`src/hdl/vdd_pkg.sv`:
```
`default_nettype none
// ---------------------------------------------------------------------------
// vdd_pkg
// Shared types and constants for the varint date-time record decoder.
// ---------------------------------------------------------------------------
package vdd_pkg;

  // Byte layout: bit 7 continues the value, bits 6..0 carry payload
  localparam int unsigned BYTE_W    = 8;
  localparam int unsigned CONT_IDX  = 7;
  localparam int unsigned PAYLOAD_W = 7;

  // One decoded value holds at most four payload groups
  localparam int unsigned VAL_W     = 28;
  localparam int unsigned SHIFT_W   = 5;
  localparam logic [SHIFT_W-1:0] MAX_SHIFT  = SHIFT_W'(32 - 7);
  localparam logic [SHIFT_W-1:0] SHIFT_STEP = SHIFT_W'(PAYLOAD_W);

  // Field counter saturates at its all-ones value
  localparam int unsigned COUNT_W = 8;
  localparam logic [COUNT_W-1:0] COUNT_MAX  = '1;
  localparam logic [COUNT_W-1:0] MIN_FIELDS = COUNT_W'(3);

  // Date-time fields on the result channel
  localparam int unsigned NUM_OUT   = 7;
  localparam int unsigned YEAR_W    = 16;
  localparam int unsigned SMALL_W   = 8;
  localparam int unsigned STATUS_W  = 3;

  typedef enum logic [STATUS_W-1:0] {
    ST_OK        = 3'd0,
    ST_TOO_LONG  = 3'd1,
    ST_FEW       = 3'd2,
    ST_RANGE     = 3'd3,
    ST_EXTRA     = 3'd4
  } status_t;

  // Record state as it stands after the current byte
  typedef struct packed {
    logic [NUM_OUT-1:0][VAL_W-1:0] slot;
    logic [COUNT_W-1:0]            count;
    logic                          too_long;
    logic                          extra;
  } rec_view_t;

endpackage
`default_nettype wire

```
`src/hdl/vdd_field_acc.sv`:
```
`default_nettype none
// ---------------------------------------------------------------------------
// vdd_field_acc
// Per-record varint accumulator: field store, shift position, continuation
// flag, saturating field count and too-long flag.
// ---------------------------------------------------------------------------
module vdd_field_acc #(
  parameter int unsigned FIELD_SLOTS = 7
) (
  input  wire logic                     clk,
  input  wire logic                     rst_n,
  input  wire logic                     step,
  input  wire logic [vdd_pkg::BYTE_W-1:0] data_byte,
  input  wire logic                     end_of_record,
  output vdd_pkg::rec_view_t            view
);
  import vdd_pkg::*;

  logic [FIELD_SLOTS-1:0][VAL_W-1:0] store_r, store_nxt;
  logic [SHIFT_W-1:0]                shift_r, shift_nxt;
  logic                              cont_r, cont_nxt;
  logic [COUNT_W-1:0]                seen_r, seen_nxt;
  logic                              long_r, long_nxt;
  logic [VAL_W-1:0]                  payload;

  assign payload = VAL_W'(data_byte[PAYLOAD_W-1:0]);

  // Fold one byte into the record state
  always_comb begin
    store_nxt = store_r;
    shift_nxt = shift_r;
    cont_nxt  = cont_r;
    seen_nxt  = seen_r;
    long_nxt  = long_r;
    if (!long_r) begin
      if (!cont_r) begin
        shift_nxt = '0;
        if (seen_r != COUNT_MAX) begin
          seen_nxt = seen_r + COUNT_W'(1);
        end
      end
      cont_nxt = data_byte[CONT_IDX];
      if (shift_nxt > MAX_SHIFT) begin
        long_nxt = 1'b1;
      end else begin
        for (int j = 0; j < FIELD_SLOTS; j++) begin
          if (seen_nxt == COUNT_W'(j + 1)) begin
            store_nxt[j] = store_r[j] | (payload << shift_nxt);
          end
        end
        shift_nxt = shift_nxt + SHIFT_STEP;
      end
    end
  end

  // Advance on each item, clear after the record's last byte
  always_ff @(posedge clk) begin
    if (!rst_n) begin
      store_r <= '0;
      shift_r <= '0;
      cont_r  <= 1'b0;
      seen_r  <= '0;
      long_r  <= 1'b0;
    end else if (step) begin
      if (end_of_record) begin
        store_r <= '0;
        shift_r <= '0;
        cont_r  <= 1'b0;
        seen_r  <= '0;
        long_r  <= 1'b0;
      end else begin
        store_r <= store_nxt;
        shift_r <= shift_nxt;
        cont_r  <= cont_nxt;
        seen_r  <= seen_nxt;
        long_r  <= long_nxt;
      end
    end
  end

  // Present the updated record; output slots past the store read zero
  for (genvar i = 0; i < NUM_OUT; i++) begin : g_view
    if (i < FIELD_SLOTS) begin : g_slot
      assign view.slot[i] = store_nxt[i];
    end else begin : g_zero
      assign view.slot[i] = '0;
    end
  end
  assign view.count    = seen_nxt;
  assign view.too_long = long_nxt;
  assign view.extra    = (seen_nxt > COUNT_W'(FIELD_SLOTS));

endmodule
`default_nettype wire

```
`src/hdl/vdd_result_stage.sv`:
```
`default_nettype none
// ---------------------------------------------------------------------------
// vdd_result_stage
// Status priority, field masking and the result register.
// ---------------------------------------------------------------------------
module vdd_result_stage (
  input  wire logic                        clk,
  input  wire logic                        rst_n,
  input  wire logic                        load,
  input  wire vdd_pkg::rec_view_t          view,
  input  wire logic                        out_ready,
  output logic                             out_valid,
  output logic [vdd_pkg::YEAR_W-1:0]       out_year,
  output logic [vdd_pkg::SMALL_W-1:0]      out_month,
  output logic [vdd_pkg::SMALL_W-1:0]      out_day,
  output logic [vdd_pkg::SMALL_W-1:0]      out_hour,
  output logic [vdd_pkg::SMALL_W-1:0]      out_minute,
  output logic [vdd_pkg::SMALL_W-1:0]      out_second,
  output logic [vdd_pkg::VAL_W-1:0]        out_microsecond,
  output logic [vdd_pkg::COUNT_W-1:0]      out_field_count,
  output logic [vdd_pkg::STATUS_W-1:0]     out_status
);
  import vdd_pkg::*;

  logic                valid_r, valid_nxt;
  logic [YEAR_W-1:0]   year_r;
  logic [SMALL_W-1:0]  month_r, day_r, hour_r, minute_r, second_r;
  logic [VAL_W-1:0]    usec_r;
  logic [COUNT_W-1:0]  count_r;
  status_t             status_r, status_nxt;
  logic                out_of_range;
  logic                zero_fields;

  // Flag a year above 16 bits or another date field above 8 bits
  always_comb begin
    out_of_range = |view.slot[0][VAL_W-1:YEAR_W];
    for (int i = 1; i < 6; i++) begin
      out_of_range = out_of_range | (|view.slot[i][VAL_W-1:SMALL_W]);
    end
  end

  // Pick the status in priority order
  always_comb begin
    if (view.too_long) begin
      status_nxt = ST_TOO_LONG;
    end else if (view.count < MIN_FIELDS) begin
      status_nxt = ST_FEW;
    end else if (out_of_range) begin
      status_nxt = ST_RANGE;
    end else if (view.extra) begin
      status_nxt = ST_EXTRA;
    end else begin
      status_nxt = ST_OK;
    end
  end

  assign zero_fields = (status_nxt == ST_TOO_LONG) || (status_nxt == ST_FEW) ||
                       (status_nxt == ST_RANGE);

  // Hold the result until taken; a new one may load as the old one leaves
  always_comb begin
    valid_nxt = valid_r;
    if (load) begin
      valid_nxt = 1'b1;
    end else if (out_ready) begin
      valid_nxt = 1'b0;
    end
  end

  always_ff @(posedge clk) begin
    if (!rst_n) begin
      valid_r <= 1'b0;
    end else begin
      valid_r <= valid_nxt;
    end
  end

  always_ff @(posedge clk) begin
    if (load) begin
      year_r   <= zero_fields ? '0 : view.slot[0][YEAR_W-1:0];
      month_r  <= zero_fields ? '0 : view.slot[1][SMALL_W-1:0];
      day_r    <= zero_fields ? '0 : view.slot[2][SMALL_W-1:0];
      hour_r   <= zero_fields ? '0 : view.slot[3][SMALL_W-1:0];
      minute_r <= zero_fields ? '0 : view.slot[4][SMALL_W-1:0];
      second_r <= zero_fields ? '0 : view.slot[5][SMALL_W-1:0];
      usec_r   <= zero_fields ? '0 : view.slot[6];
      count_r  <= view.count;
      status_r <= status_nxt;
    end
  end

  assign out_valid       = valid_r;
  assign out_year        = year_r;
  assign out_month       = month_r;
  assign out_day         = day_r;
  assign out_hour        = hour_r;
  assign out_minute      = minute_r;
  assign out_second      = second_r;
  assign out_microsecond = usec_r;
  assign out_field_count = count_r;
  assign out_status      = status_r;

endmodule
`default_nettype wire

```
`src/hdl/varint_datetime_decoder_unit.sv`:
```
`default_nettype none
// ---------------------------------------------------------------------------
// varint_datetime_decoder_unit
// Byte-serial LEB128 varint decoder for packed date-time records.
// ---------------------------------------------------------------------------
// Usage:
//   Input channel (in_valid/in_ready) carries one encoded byte per item plus
//   an end-of-record mark. Bytes build unsigned little-endian base-128
//   values that fill year, month, day, hour, minute, second, microsecond.
//   Result channel (out_valid/out_ready) carries one item per record, with
//   the seven fields, the saturating field count and the status code.
//   Path: the record's last byte passes the input register, then the result
//   register, where out_valid rises; the byte waits in the input register
//   while a held result has not been taken.
//   Throughput: one byte per cycle unless a last byte waits on a held result;
//   the per-byte work is a mask, a shift and an OR into one field-store slot.
//   Reset: rst_n clears the record state, the input stage and the result
//   valid; the block is ready as soon as reset is released.
//   Stall: bytes that do not end a record keep flowing while a result waits;
//   a last byte waits in the input register only while a result is still
//   held and out_ready is low.
// ---------------------------------------------------------------------------
module varint_datetime_decoder_unit #(
  parameter int unsigned FIELD_SLOTS = 7
) (
  input  wire logic                        clk,
  input  wire logic                        rst_n,
  input  wire logic                        in_valid,
  output logic                             in_ready,
  input  wire logic [vdd_pkg::BYTE_W-1:0]  in_data_byte,
  input  wire logic                        in_end_of_record,
  output logic                             out_valid,
  input  wire logic                        out_ready,
  output logic [vdd_pkg::YEAR_W-1:0]       out_year,
  output logic [vdd_pkg::SMALL_W-1:0]      out_month,
  output logic [vdd_pkg::SMALL_W-1:0]      out_day,
  output logic [vdd_pkg::SMALL_W-1:0]      out_hour,
  output logic [vdd_pkg::SMALL_W-1:0]      out_minute,
  output logic [vdd_pkg::SMALL_W-1:0]      out_second,
  output logic [vdd_pkg::VAL_W-1:0]        out_microsecond,
  output logic [vdd_pkg::COUNT_W-1:0]      out_field_count,
  output logic [vdd_pkg::STATUS_W-1:0]     out_status
);
  import vdd_pkg::*;

  logic              s1_valid_r, s1_valid_nxt;
  logic [BYTE_W-1:0] s1_byte_r;
  logic              s1_eor_r;
  logic              s1_go;
  logic              out_free;
  logic              in_take;
  rec_view_t         view;

  // Input stage moves on unless a last byte meets a held result
  assign out_free = !out_valid || out_ready;
  assign s1_go    = s1_valid_r && (!s1_eor_r || out_free);
  assign in_ready = !s1_valid_r || s1_go;
  assign in_take  = in_valid && in_ready;

  always_comb begin
    s1_valid_nxt = s1_valid_r;
    if (in_take) begin
      s1_valid_nxt = 1'b1;
    end else if (s1_go) begin
      s1_valid_nxt = 1'b0;
    end
  end

  always_ff @(posedge clk) begin
    if (!rst_n) begin
      s1_valid_r <= 1'b0;
    end else begin
      s1_valid_r <= s1_valid_nxt;
    end
  end

  always_ff @(posedge clk) begin
    if (in_take) begin
      s1_byte_r <= in_data_byte;
      s1_eor_r  <= in_end_of_record;
    end
  end

  vdd_field_acc #(
    .FIELD_SLOTS(FIELD_SLOTS)
  ) u_acc (
    .clk           (clk),
    .rst_n         (rst_n),
    .step          (s1_go),
    .data_byte     (s1_byte_r),
    .end_of_record (s1_eor_r),
    .view          (view)
  );

  vdd_result_stage u_res (
    .clk             (clk),
    .rst_n           (rst_n),
    .load            (s1_go && s1_eor_r),
    .view            (view),
    .out_ready       (out_ready),
    .out_valid       (out_valid),
    .out_year        (out_year),
    .out_month       (out_month),
    .out_day         (out_day),
    .out_hour        (out_hour),
    .out_minute      (out_minute),
    .out_second      (out_second),
    .out_microsecond (out_microsecond),
    .out_field_count (out_field_count),
    .out_status      (out_status)
  );

  // A new result appears only after a last byte was processed
  a_result_from_eor: assert property (@(posedge clk) disable iff (!rst_n)
    !(s1_go && s1_eor_r) |=> !$rose(out_valid))
    else $error("result raised without an end-of-record byte");

  // Input stalls only behind a last byte blocked by a held result
  a_stall_cause: assert property (@(posedge clk) disable iff (!rst_n)
    !in_ready |-> (s1_valid_r && s1_eor_r && out_valid && !out_ready))
    else $error("input stalled without a blocked result");

  // Error results carry zero value fields
  a_error_zero: assert property (@(posedge clk) disable iff (!rst_n)
    (out_valid && (out_status == ST_TOO_LONG || out_status == ST_FEW ||
                   out_status == ST_RANGE))
    |-> (out_year == '0 && out_month == '0 && out_day == '0 &&
         out_microsecond == '0))
    else $error("error result with nonzero fields");

  // Under three fields always reports too long or too few
  a_few_status: assert property (@(posedge clk) disable iff (!rst_n)
    (out_valid && out_field_count < MIN_FIELDS)
    |-> (out_status == ST_TOO_LONG || out_status == ST_FEW))
    else $error("short record reported with wrong status");

endmodule
`default_nettype wire
```
`config.mk`:
```
export PLATFORM = sky130hd
export DESIGN_NAME = varint_datetime_decoder_unit
export DESIGN_NICKNAME = d
export VERILOG_FILES = /design/src/hdl/vdd_pkg.sv /design/src/hdl/vdd_field_acc.sv /design/src/hdl/vdd_result_stage.sv /design/src/hdl/varint_datetime_decoder_unit.sv
export SDC_FILE = /design/constraint.sdc
export NUM_CORES = 1
export LEC_CHECK = 0
export BUFFER_PORTS_ARGS = -buffer_cell sky130_fd_sc_hd__buf_4
export CORE_AREA = 2 2 186 188
export CTS_BUF_LIST = sky130_fd_sc_hd__clkbuf_16
export DETAILED_ROUTE_END_ITERATION = 12
export DIE_AREA = 0 0 188 190
export HOLD_SLACK_MARGIN = 0.02
export PLACE_DENSITY = 0.6
export REMOVE_ABC_BUFFERS = 1
export SYNTH_ARGS = -nofsm -noshare
export SYNTH_HDL_FRONTEND = slang
export SYNTH_HIERARCHICAL = 1
export SYNTH_SLANG_ARGS = --single-unit
```
`constraint.sdc`:
```
create_clock -name clk -period 6.3 [get_ports clk]
set_input_delay 0.945 -clock clk [delete_from_list [all_inputs] [get_ports clk]]
set_output_delay 0.945 -clock clk [all_outputs]
set_load 0.005 [all_outputs]
```
==> reports/qor.txt, run 1 <==
area grow syn2layout: 14.53%
sequential cell fraction of total power: 49.2%
Data arrival, critical path: 5440 ps
crit path capture type: register
most frequent cells in the layout: dfxtp_1 (213), nand2_1 (149), buf_4 (141), inv_1 (113), edfxtp_1 (104)
leakage: 6.714 nW
core box area: 0.03395 sq mm
CTS buffer count: 36
Max Slew Vio Count: 0
period utilisation layout: 82.28%
drt total wl: 42.48 mm
Clock transition at path regs: 60 ps
Hold Vio Cnt, Final: 0
pin count of the biggest net entering global routing: 202
placed insts: 1951
clock sinks: 317
# DRC: 0
Setup violations, final: 0
max_cap viols: 0
Hold Crit Class: reg2reg
overall routing resource usage: 23.73%
Worst Hold Launch: u_acc/store_r[171]
PortBufs: 109
synthesized area: 0.01500 sq mm
Synth Instances: 1482
DP HPWL: 27.40 mm
number of global-route vias before repair: 11500
top_reg_cell synth: dfxtp_1
Clock Latency Late Sink: 520 ps
RR Endpoint: u_res/out_status[0]
combinational power share: 5.0%
die area: 0.03572 sq mm
post-layout util: 50.62%
row cnt: 68
# fillers: 3116
Cell Count, Final, Fillers Out: 2017
global placer's final weighted congestion: 0.9011
status: complete, no violations
first-pass GRT wire length: 67.23 mm
Post-synth EDFFs: 104
FFs w/ async S/R, synth: 0%
r2r setup slk: 1120 ps
maximum clock frequency: 0.1929 GHz
worst endpoint required time: 6550 ps
sw power: 1.010 mW
syn avg cell area: 10.12 sq um
die span in x: 188 microns
slew margin rel.: 17.66%
initial antenna violation count: 0
Synth Register Bits: 317
Final Critical Period: 5184 ps
Sw Ratio: 23.20%
Synth Warn #: 6
layout cells sized above 1: 20.04%
# H-tree levels: 2
Hold Crit Endpoint: u_acc/store_r[171]
VDD IR max: 165.6 uV
clk_skew: 14.05 ps
Vert. Die Dim: 190 microns
clk buf depth: 3
R2R cell count: 11
commonest non-fill, non-tap cell in the layout: dfxtp_1
cts hold-fix bufs: 0
drt via density: 5.874
CTS Root Cell: clkbuf_16
post-CTS setup buffer count: 0
antenna diode count: 0
CP Max Fanout: 30
hold path depth: 2
First-pass DRT Iterations: 5
Clk pwr share: 45.7%
part of the Yosys area used for sequential elements: 49.24%
I/O pins: 110
vias: 11850
max reg flops: 196
crit path kind: reg2reg
worst-margin pin slew: 1228 ps
synth unique cells: 76
NumNets Final: 1550
Overflow after GRT: 0
PwrDens: 253.5 mW/mm^2
Internal: 3.345 mW
setup repair after global routing missed its margin: false
Routed wire per std cell: 21.06 microns
Biggest register: u_acc/store_r
post-cts resize count: 0
initial cell density of the core: 44.20%
post-route ant nets: 0
critical path startpoint category: register
CTS tree: built
worst r2r src: u_acc/cont_r
drt initial violations: 1086
==> how the worst max path moves through the flow <==
stage	startpoint	endpoint	slack, ps	cells past startpoint
detailed placement	u_acc/seen_r[0]	u_res/out_day[3]	1220	12
global route	u_acc/cont_r	u_res/out_status[0]	900	11
global placement	u_acc/seen_r[0]	u_res/out_status[0]	1370	11
CTS	u_acc/seen_r[0]	u_res/out_status[0]	1220	11
floorplan	out_ready	u_acc/store_r[16]	-4370	5
finish	u_acc/cont_r	u_res/out_status[0]	1120	11
==> synth_stat cells (9+ instances only) <==
cell        n  area share [%]
buf_2      42             1.4
dfxtp_1   213              28
nand2_1   149             3.7
buf_6      14             1.1
mux2i_1    13            0.87
a31o_2     26             1.5
and3_1      9            0.38
o31ai_1    29             1.5
o21bai_1   78             3.9
a22o_1     13            0.76
a32o_1     95             6.3
clkbuf_1   63             1.6
buf_4      12            0.60
edfxtp_1  104              21
o21ai_0    78             2.6
nand4_1    13            0.54
inv_1      98             2.5
nand3_1    17            0.57
nor3_1     52             1.7
nor4_1     30             1.3
nor2_1     34            0.85
a21o_1     86             4.3
a21oi_1    13            0.43
nor3_2     56             3.7
a41o_1     10            0.67
and2_1     12            0.50
==> area by class of cell <==
type,instances,area (sq um),share of cell area (%)
multi-input cells,936,6591,38.36
inverters,98,367.9,2.141
clock buffers,39,975.9,5.680
clock inverters,27,152.6,0.8884
well taps,455,569.3,3.313
repair buffers,145,1139,6.626
flip-flops and latches,317,7387,42.99
==> stage by stage <==
step           setup TNS [ps]  hold slack (ps)  worst slack (ps)  cell area, sq um  power, mW
2_1_floorplan         -535330            419.2             -4373             14310      2.302
3_3_place_gp                0            427.5              1368             16050      2.406
3_5_place_dp                0            436.0              1222             16050      2.406
4_1_cts                     0            449.2              1217             17180      4.404
5_1_grt                     0            467.7             896.3             17180      4.497
6_report                    0            443.0              1116             17180      4.355
==> logic make-up (layout without fill, tap and decap cells) <==
| family | after synthesis | count (layout) | share of synthesized area, % |
|---|---|---|---|
| fa+ha+maj | 3 | 3 | 0.2502 |
| flops | 317 | 317 | 49.24 |
| mux | 24 | 24 | 1.860 |
| buf+inv | 229 | 309 | 7.080 |
| xor+xnor | 4 | 4 | 0.2336 |
| compound gates | 475 | 475 | 24.84 |
| simple gates | 430 | 430 | 16.50 |
==> layer usage <==
metal | GRT usage, % | share of wire [%]
met2 | 37.14 | 45
met1 | 32.29 | 45
met5 | 0 | 0
met4 | 9.146 | 3.6
met3 | 4.888 | 7.3
==> critical path, cell delays in order (launching register included) <==
cell and delay, ps:
dfxtp_1 870, nand2_1 420, ha_1 310, o21bai_1 160
a21oi_1 300, nor2_1 230, and3_1 400, a31o_2 270
nor4_1 480, nand4_1 160, or4_4 800, o41a_1 510
==> power by group through the flow <==
stage	combinational, mW	sequential [mW]	clock (mW)
after floorplan	0.114	2.19	0
after global placement	0.217	2.19	0
after detailed placement	0.217	2.19	0
after CTS	0.218	2.14	2.04
after global routing	0.236	2.15	2.11
final	0.219	2.14	1.99
(Power assumes the default switching activity.)
==> inputs of run 2 (changes only) <==
Clock period 6.3 ns to 5.3 ns, I/O delays scaled along.
==> run 2 against run 1 <==
Net effect:
- critical endpoint is now u_res/out_year[15]
- sequential share of layout area fell by 0.30 points
- setup slack got worse by 670 ps
- utilization rose by 0.35 points
- highest routed layer unchanged
- register-to-register slack got worse by 670 ps
- first-iteration DRC count fell by 12%
==> reports/qor.txt, run 2 (synthesis gave the netlist of run 1 again) <==
slowest CP cell: or4b_4 (was dfxtp_1)
slew margin rel.: 17.53% (was 17.66%)
WHS: 444.7 ps (was 443.0 ps)
met3 Use GR: 3.726% (was 4.888%)
R2R cell count: 13 (was 11)
Biggest register: u_acc/store_r (unchanged)
clk buf depth: 3 (unchanged)
Buf+Inv Stages, Crit Path: 4 (was 0)
# DRC: 0 (unchanged)
max_cap viols: 0 (unchanged)
Clock Latency Late Sink: 530 ps (was 520 ps)
Hold Vio Cnt, Final: 0 (unchanged)
drt initial violations: 952 (was 1086)
post-route ant nets: 0 (unchanged)
maximum clock frequency: 0.2058 GHz (was 0.1929 GHz)
grt met1 use: 32.66% (was 32.29%)
Overflow after GRT: 0 (unchanged)
# H-tree levels: 2 (unchanged)
area grow syn2layout: 15.32% (was 14.53%)
Clock transition at path regs: 60 ps (about the same)
critical path startpoint category: register (unchanged)
Vert. Die Dim: 190 microns (unchanged)
number of global-route vias before repair: 11150 (was 11500)
placed insts: 1970 (was 1951)
period utilisation layout: 91.66% (was 82.28%)
worst-margin pin slew: 1237 ps (was 1228 ps)
crit path capture type: register (unchanged)
leakage: 6.800 nW (was 6.714 nW)
busiest grt layer: met2 (unchanged)
die span in x: 188 microns (unchanged)
CTS buffer count: 36 (unchanged)
PortBufs: 109 (unchanged)
RR Endpoint: u_res/out_year[15] (was u_res/out_status[0])
layout cells sized above 1: 20.94% (was 20.04%)
Max Slew Vio Count: 0 (unchanged)
antenna diode count: 0 (unchanged)
Top delay family on crit path: simple AND/OR/NAND/NOR gates (unchanged)
clk_skew: 17.42 ps (was 14.05 ps)
worst endpoint required time: 5660 ps (was 6550 ps)
post-route cell area: 0.01730 sq mm (was 0.01718 sq mm)
commonest non-fill, non-tap cell in the layout: dfxtp_1 (unchanged)
r2r setup slk: 440 ps (was 1120 ps)
Post-DP Area: 0.01621 sq mm (was 0.01605 sq mm)
drt via density: 5.825 (was 5.874)
CP Max Fanout: 43 (was 30)
crit path kind: reg2reg (unchanged)
core box area: 0.03395 sq mm (unchanged)
met2 usage: 37.79% (was 37.14%)
Critical Path Max Stage Delay: 610 ps (was 870 ps)
setup repair after global routing missed its margin: false (unchanged)
drt total wl: 42.62 mm (was 42.48 mm)
first-pass GRT wire length: 66.14 mm (was 67.23 mm)
row cnt: 68 (unchanged)
Worst Hold Launch: u_acc/store_r[59] (was u_acc/store_r[171])
Routed wire per std cell: 20.93 microns (was 21.06 microns)
NumNets Final: 1569 (was 1550)
clock sinks: 317 (unchanged)
Final Critical Period: 4858 ps (was 5184 ps)
hold path depth: 2 (unchanged)
die area: 0.03572 sq mm (unchanged)
Hold Crit Class: reg2reg (unchanged)
post-CTS setup buffer count: 0 (unchanged)
Critical Path Most Common Cell: buf_4
status: complete, no violations (unchanged)
global placer's final weighted congestion: 0.9071 (was 0.9011)
initial cell density of the core: 44.20% (unchanged)
DP HPWL: 28.15 mm (was 27.40 mm)
post-cts resize count: 0 (unchanged)
critical path cell sequence: ha_1, inv_1, o31ai_4, buf_4, mux2_2, and3_1, buf_4, a31o_2, nor4_1, nand4_1, or4b_4, buf_12, nor3_1 (was nand2_1, ha_1, o21bai_1, a21oi_1, nor2_1, and3_1, a31o_2, nor4_1, nand4_1, or4_4, o41a_1)
most frequent cells in the layout: dfxtp_1 (213), buf_4 (158), nand2_1 (149), inv_1 (110), edfxtp_1 (104) (was dfxtp_1 (213), nand2_1 (149), buf_4 (141), inv_1 (113), edfxtp_1 (104))
First-pass DRT Iterations: 5 (unchanged)
CTS Root Cell: clkbuf_16 (unchanged)
PwrDens: 295.6 mW/mm^2 (was 253.5 mW/mm^2)
I/O pins: 110 (unchanged)
pin count of the biggest net entering global routing: 201 (was 202)
overall routing resource usage: 23.66% (was 23.73%)
initial antenna violation count: 0 (unchanged)
Cell Count, Final, Fillers Out: 2036 (was 2017)
vias: 11860 (was 11850)
total negative setup slack: 0 ps (unchanged)
max reg flops: 196 (unchanged)
VDD IR max: 202.1 uV (was 165.6 uV)
CTS tree: built (unchanged)
cts hold-fix bufs: 0 (unchanged)
worst r2r src: u_acc/seen_r[0] (was u_acc/cont_r)
Setup violations, final: 0 (unchanged)
power after layout: 5.115 mW (was 4.355 mW)
Hold Crit Endpoint: u_acc/store_r[59] (was u_acc/store_r[171])
Data arrival, critical path: 5210 ps (was 5440 ps)
## run 2: final cells by class
cell class | instances | area [sq um]
clock inverter | 29 | 162.7
sequential | 317 | 7387
clock buffer | 37 | 925.9
inverter | 98 | 367.9
tap | 455 | 569.3
multi-input combinational | 936 | 6583
timing repair buffer | 164 | 1306
fill | 3164 | 16650
## run 2: stage by stage
stage               utilization [%]  worst slack, ps
CTS                           50.97            541.1
floorplan                         -            -5223
detailed placement            47.76            589.6
global route                  50.97            138.4
global placement              47.76            696.6
finish                        50.97            441.9
## run 2: power breakdown
part,internal (mW),switching (mW)
logic,0.0791,0.191
registers,2.53,0.0174
clock network,1.32,0.984
## run 2: worst max-delay path by stage
stage | from | to | slack, ps | depth (start not counted)
6_report | u_acc/seen_r[0] | u_res/out_year[15] | 440 | 13
5_1_grt | u_acc/seen_r[0] | u_res/out_year[2] | 140 | 13
4_1_cts | u_acc/seen_r[0] | u_res/out_year[4] | 540 | 13
3_5_place_dp | u_acc/seen_r[0] | u_res/out_year[4] | 590 | 13
3_3_place_gp | u_acc/seen_r[0] | u_res/out_month[4] | 700 | 13
2_1_floorplan | out_ready | u_acc/store_r[16] | -5220 | 5
## run 2: worst reg2reg max path: cells and delay by family (launching register included)
family                     cells  cell delay (ps)
AOI/OAI and AO/OA              2              550
adders and majority gates      1              390
buffers and inverters          4              880
DFF                            1              540
muxes                          1              470
and+or+nand+nor                5             1860
## run 2: layer usage
metal | up-vias | wire length (microns)
li1 | 5681 | -
met1 | 5701 | 19340
met2 | 394 | 19410
met3 | 83 | 2498
met4 | 0 | 1364
met5 | - | 0
==> inputs of run 3 (changes only) <==
Settings changed: HOLD_SLACK_MARGIN 0.02 to default, MAX_ROUTING_LAYER from default to met4, RECOVER_POWER from default to 25.
==> run 3 against run 2 <==
Net effect:
- the flow now finishes with violations (capacitance limit, slew limit)
- first-iteration DRC count up 18%
- clock power down 2%
- utilization about the same
- register-to-register slack worse by 99 ps
- die area unchanged
==> reports/qor.txt, run 3 (synthesis gave the netlist of run 1 again) <==
status: finished with violations (was complete, no violations)
violated checks: capacitance limit, slew limit
core box area: 0.03395 sq mm (unchanged)
most frequent cells in the layout: dfxtp_1 (213), nand2_1 (149), inv_1 (108), edfxtp_1 (104), clkbuf_4 (100) (was dfxtp_1 (213), buf_4 (158), nand2_1 (149), inv_1 (110), edfxtp_1 (104))
crit path kind: reg2reg (unchanged)
NumNets Final: 1573 (was 1569)
total negative setup slack: 0 ps (unchanged)
area of the multi-input gates: 0.006560 sq mm (was 0.006583 sq mm)
Biggest register: u_acc/store_r (unchanged)
clk_skew: 18.05 ps (was 17.42 ps)
Overflow after GRT: 0 (unchanged)
overall routing resource usage: 25.12% (was 23.66%)
CP startpoint: u_acc/seen_r[0] (unchanged)
Hold Crit Class: reg2reg (unchanged)
met2 usage: 39.70% (was 37.79%)
Hold Vio Cnt, Final: 0 (unchanged)
VDD IR max: 233.3 uV (was 202.1 uV)
post-cts resize count: 0 (unchanged)
clock sinks: 317 (unchanged)
slew margin rel.: -33.81% (was 17.53%)
busiest grt layer: met2 (unchanged)
CTS buffer count: 36 (unchanged)
clk buf depth: 3 (unchanged)
die area: 0.03572 sq mm (unchanged)
max reg flops: 196 (unchanged)
Data arrival, critical path: 5290 ps (was 5210 ps)
Clock transition at path regs: 60 ps (about the same)
layout cells sized above 1: 20.39% (was 20.94%)
row cnt: 68 (unchanged)
grt met1 use: 34.28% (was 32.66%)
crit path capture type: register (unchanged)
initial antenna violation count: 0 (unchanged)
global placer's final weighted congestion: 0.9339 (was 0.9071)
pin count of the biggest net entering global routing: 201 (unchanged)
critical path startpoint category: register (unchanged)
power after layout: 5.078 mW (was 5.115 mW)
Max Slew Vio Count: 23 (was 0)
worst endpoint required time: 5640 ps (was 5660 ps)
storage element area: 0.007387 sq mm (unchanged)
WHS: 440.9 ps (was 444.7 ps)
drt via density: 5.896 (was 5.825)
max_cap viols: 1 (was 0)
Routed wire per std cell: 21.44 microns (was 20.93 microns)
vias: 12020 (was 11860)
CTS tree: built (unchanged)
I/O pins: 110 (unchanged)
# DRC: 0 (unchanged)
period utilisation layout: 93.52% (was 91.66%)
Worst Hold Launch: u_acc/store_r[5] (was u_acc/store_r[59])
cts hold-fix bufs: 0 (unchanged)
CTS Root Cell: clkbuf_16 (unchanged)
worst-margin pin slew: 2000 ps (was 1237 ps)
# fillers: 3147 (was 3164)
drt initial violations: 1120 (was 952)
Final Critical Period: 4957 ps (was 4858 ps)
DP HPWL: 28.87 mm (was 28.15 mm)
maximum clock frequency: 0.2017 GHz (was 0.2058 GHz)
commonest non-fill, non-tap cell in the layout: dfxtp_1 (unchanged)
# H-tree levels: 2 (unchanged)
PortBufs: 109 (unchanged)
number of global-route vias before repair: 11330 (was 11150)
Clock Latency Late Sink: 520 ps (was 530 ps)
post-route ant nets: 0 (unchanged)
First-pass DRT Iterations: 5 (unchanged)
leakage: 6.744 nW (was 6.800 nW)
Setup violations, final: 0 (unchanged)
r2r setup slk: 340 ps (was 440 ps)
worst r2r src: u_acc/seen_r[0] (unchanged)
post-CTS setup buffer count: 0 (unchanged)
die span in x: 188 microns (unchanged)
antenna diode count: 0 (unchanged)
initial cell density of the core: 44.20% (unchanged)
met3 Use GR: 2.951% (was 3.726%)
setup repair after global routing missed its margin: false (unchanged)
Vert. Die Dim: 190 microns (unchanged)
first-pass GRT wire length: 68.17 mm (was 66.14 mm)
CP Max Fanout: 46 (was 43)
PwrDens: 293.8 mW/mm^2 (was 295.6 mW/mm^2)
area grow syn2layout: 15.21% (was 15.32%)
drt total wl: 43.71 mm (was 42.62 mm)
-- run 3: cell types whose count changed in the layout (fill, tap and decap cells not counted), sizes merged --
cell	delta
inv	-4
buf	-101
clkinv	+3
clkbuf	+106
bufinv	-1
-- run 3: cell type report --
class	count	share of cell area, %
clock buffers	38	5.501
clock inverters	27	0.6949
inverters	98	2.128
multi-input cells	936	37.95
flip-flops and latches	317	42.74
well taps	455	3.294
repair buffers	168	7.695
-- run 3: critical path, cell delays in order (launching register included) --
cell     delay (ps)
dfxtp_1         540
ha_1            380
inv_1           150
o31ai_4         280
buf_4           210
mux2_2          470
and3_1          470
buf_4           330
a31o_2          260
nor4_1          320
nand4_1         260
or4b_4          620
buf_12          190
nor3_1          210
-- run 3: power by group --
group          switching, mW  internal [mW]  total (mW)
registers             0.0171           2.53        2.55
clock network          0.974           1.29        2.26
logic                  0.192         0.0768       0.269
total                   1.18           3.90        5.08
-- run 3: layer usage --
metal	vias up	routed length, microns
met5	-	0
met3	70	2385
met4	0	1120
met1	5854	20210
li1	5674	-
met2	424	20000
-- run 3: worst paths after layout --
path	to	cells past startpoint
worst max-delay path	u_res/out_month[3]	13
worst min-delay path	u_acc/store_r[5]	2
worst max register to register	u_res/out_month[3]	13
worst min register to register	u_acc/store_r[5]	2
-- run 3: through the flow --
stage	setup WS [ps]	instance area, sq um	util (%)	std cells
after CTS	482.7	17330	51.04	2039
after floorplan	-5223	14310	-	1351
after global placement	644.1	16260	47.88	1974
after global routing	121.2	17290	50.92	2039
after detailed placement	488.2	16260	47.88	1974
final	343.3	17290	50.92	2039
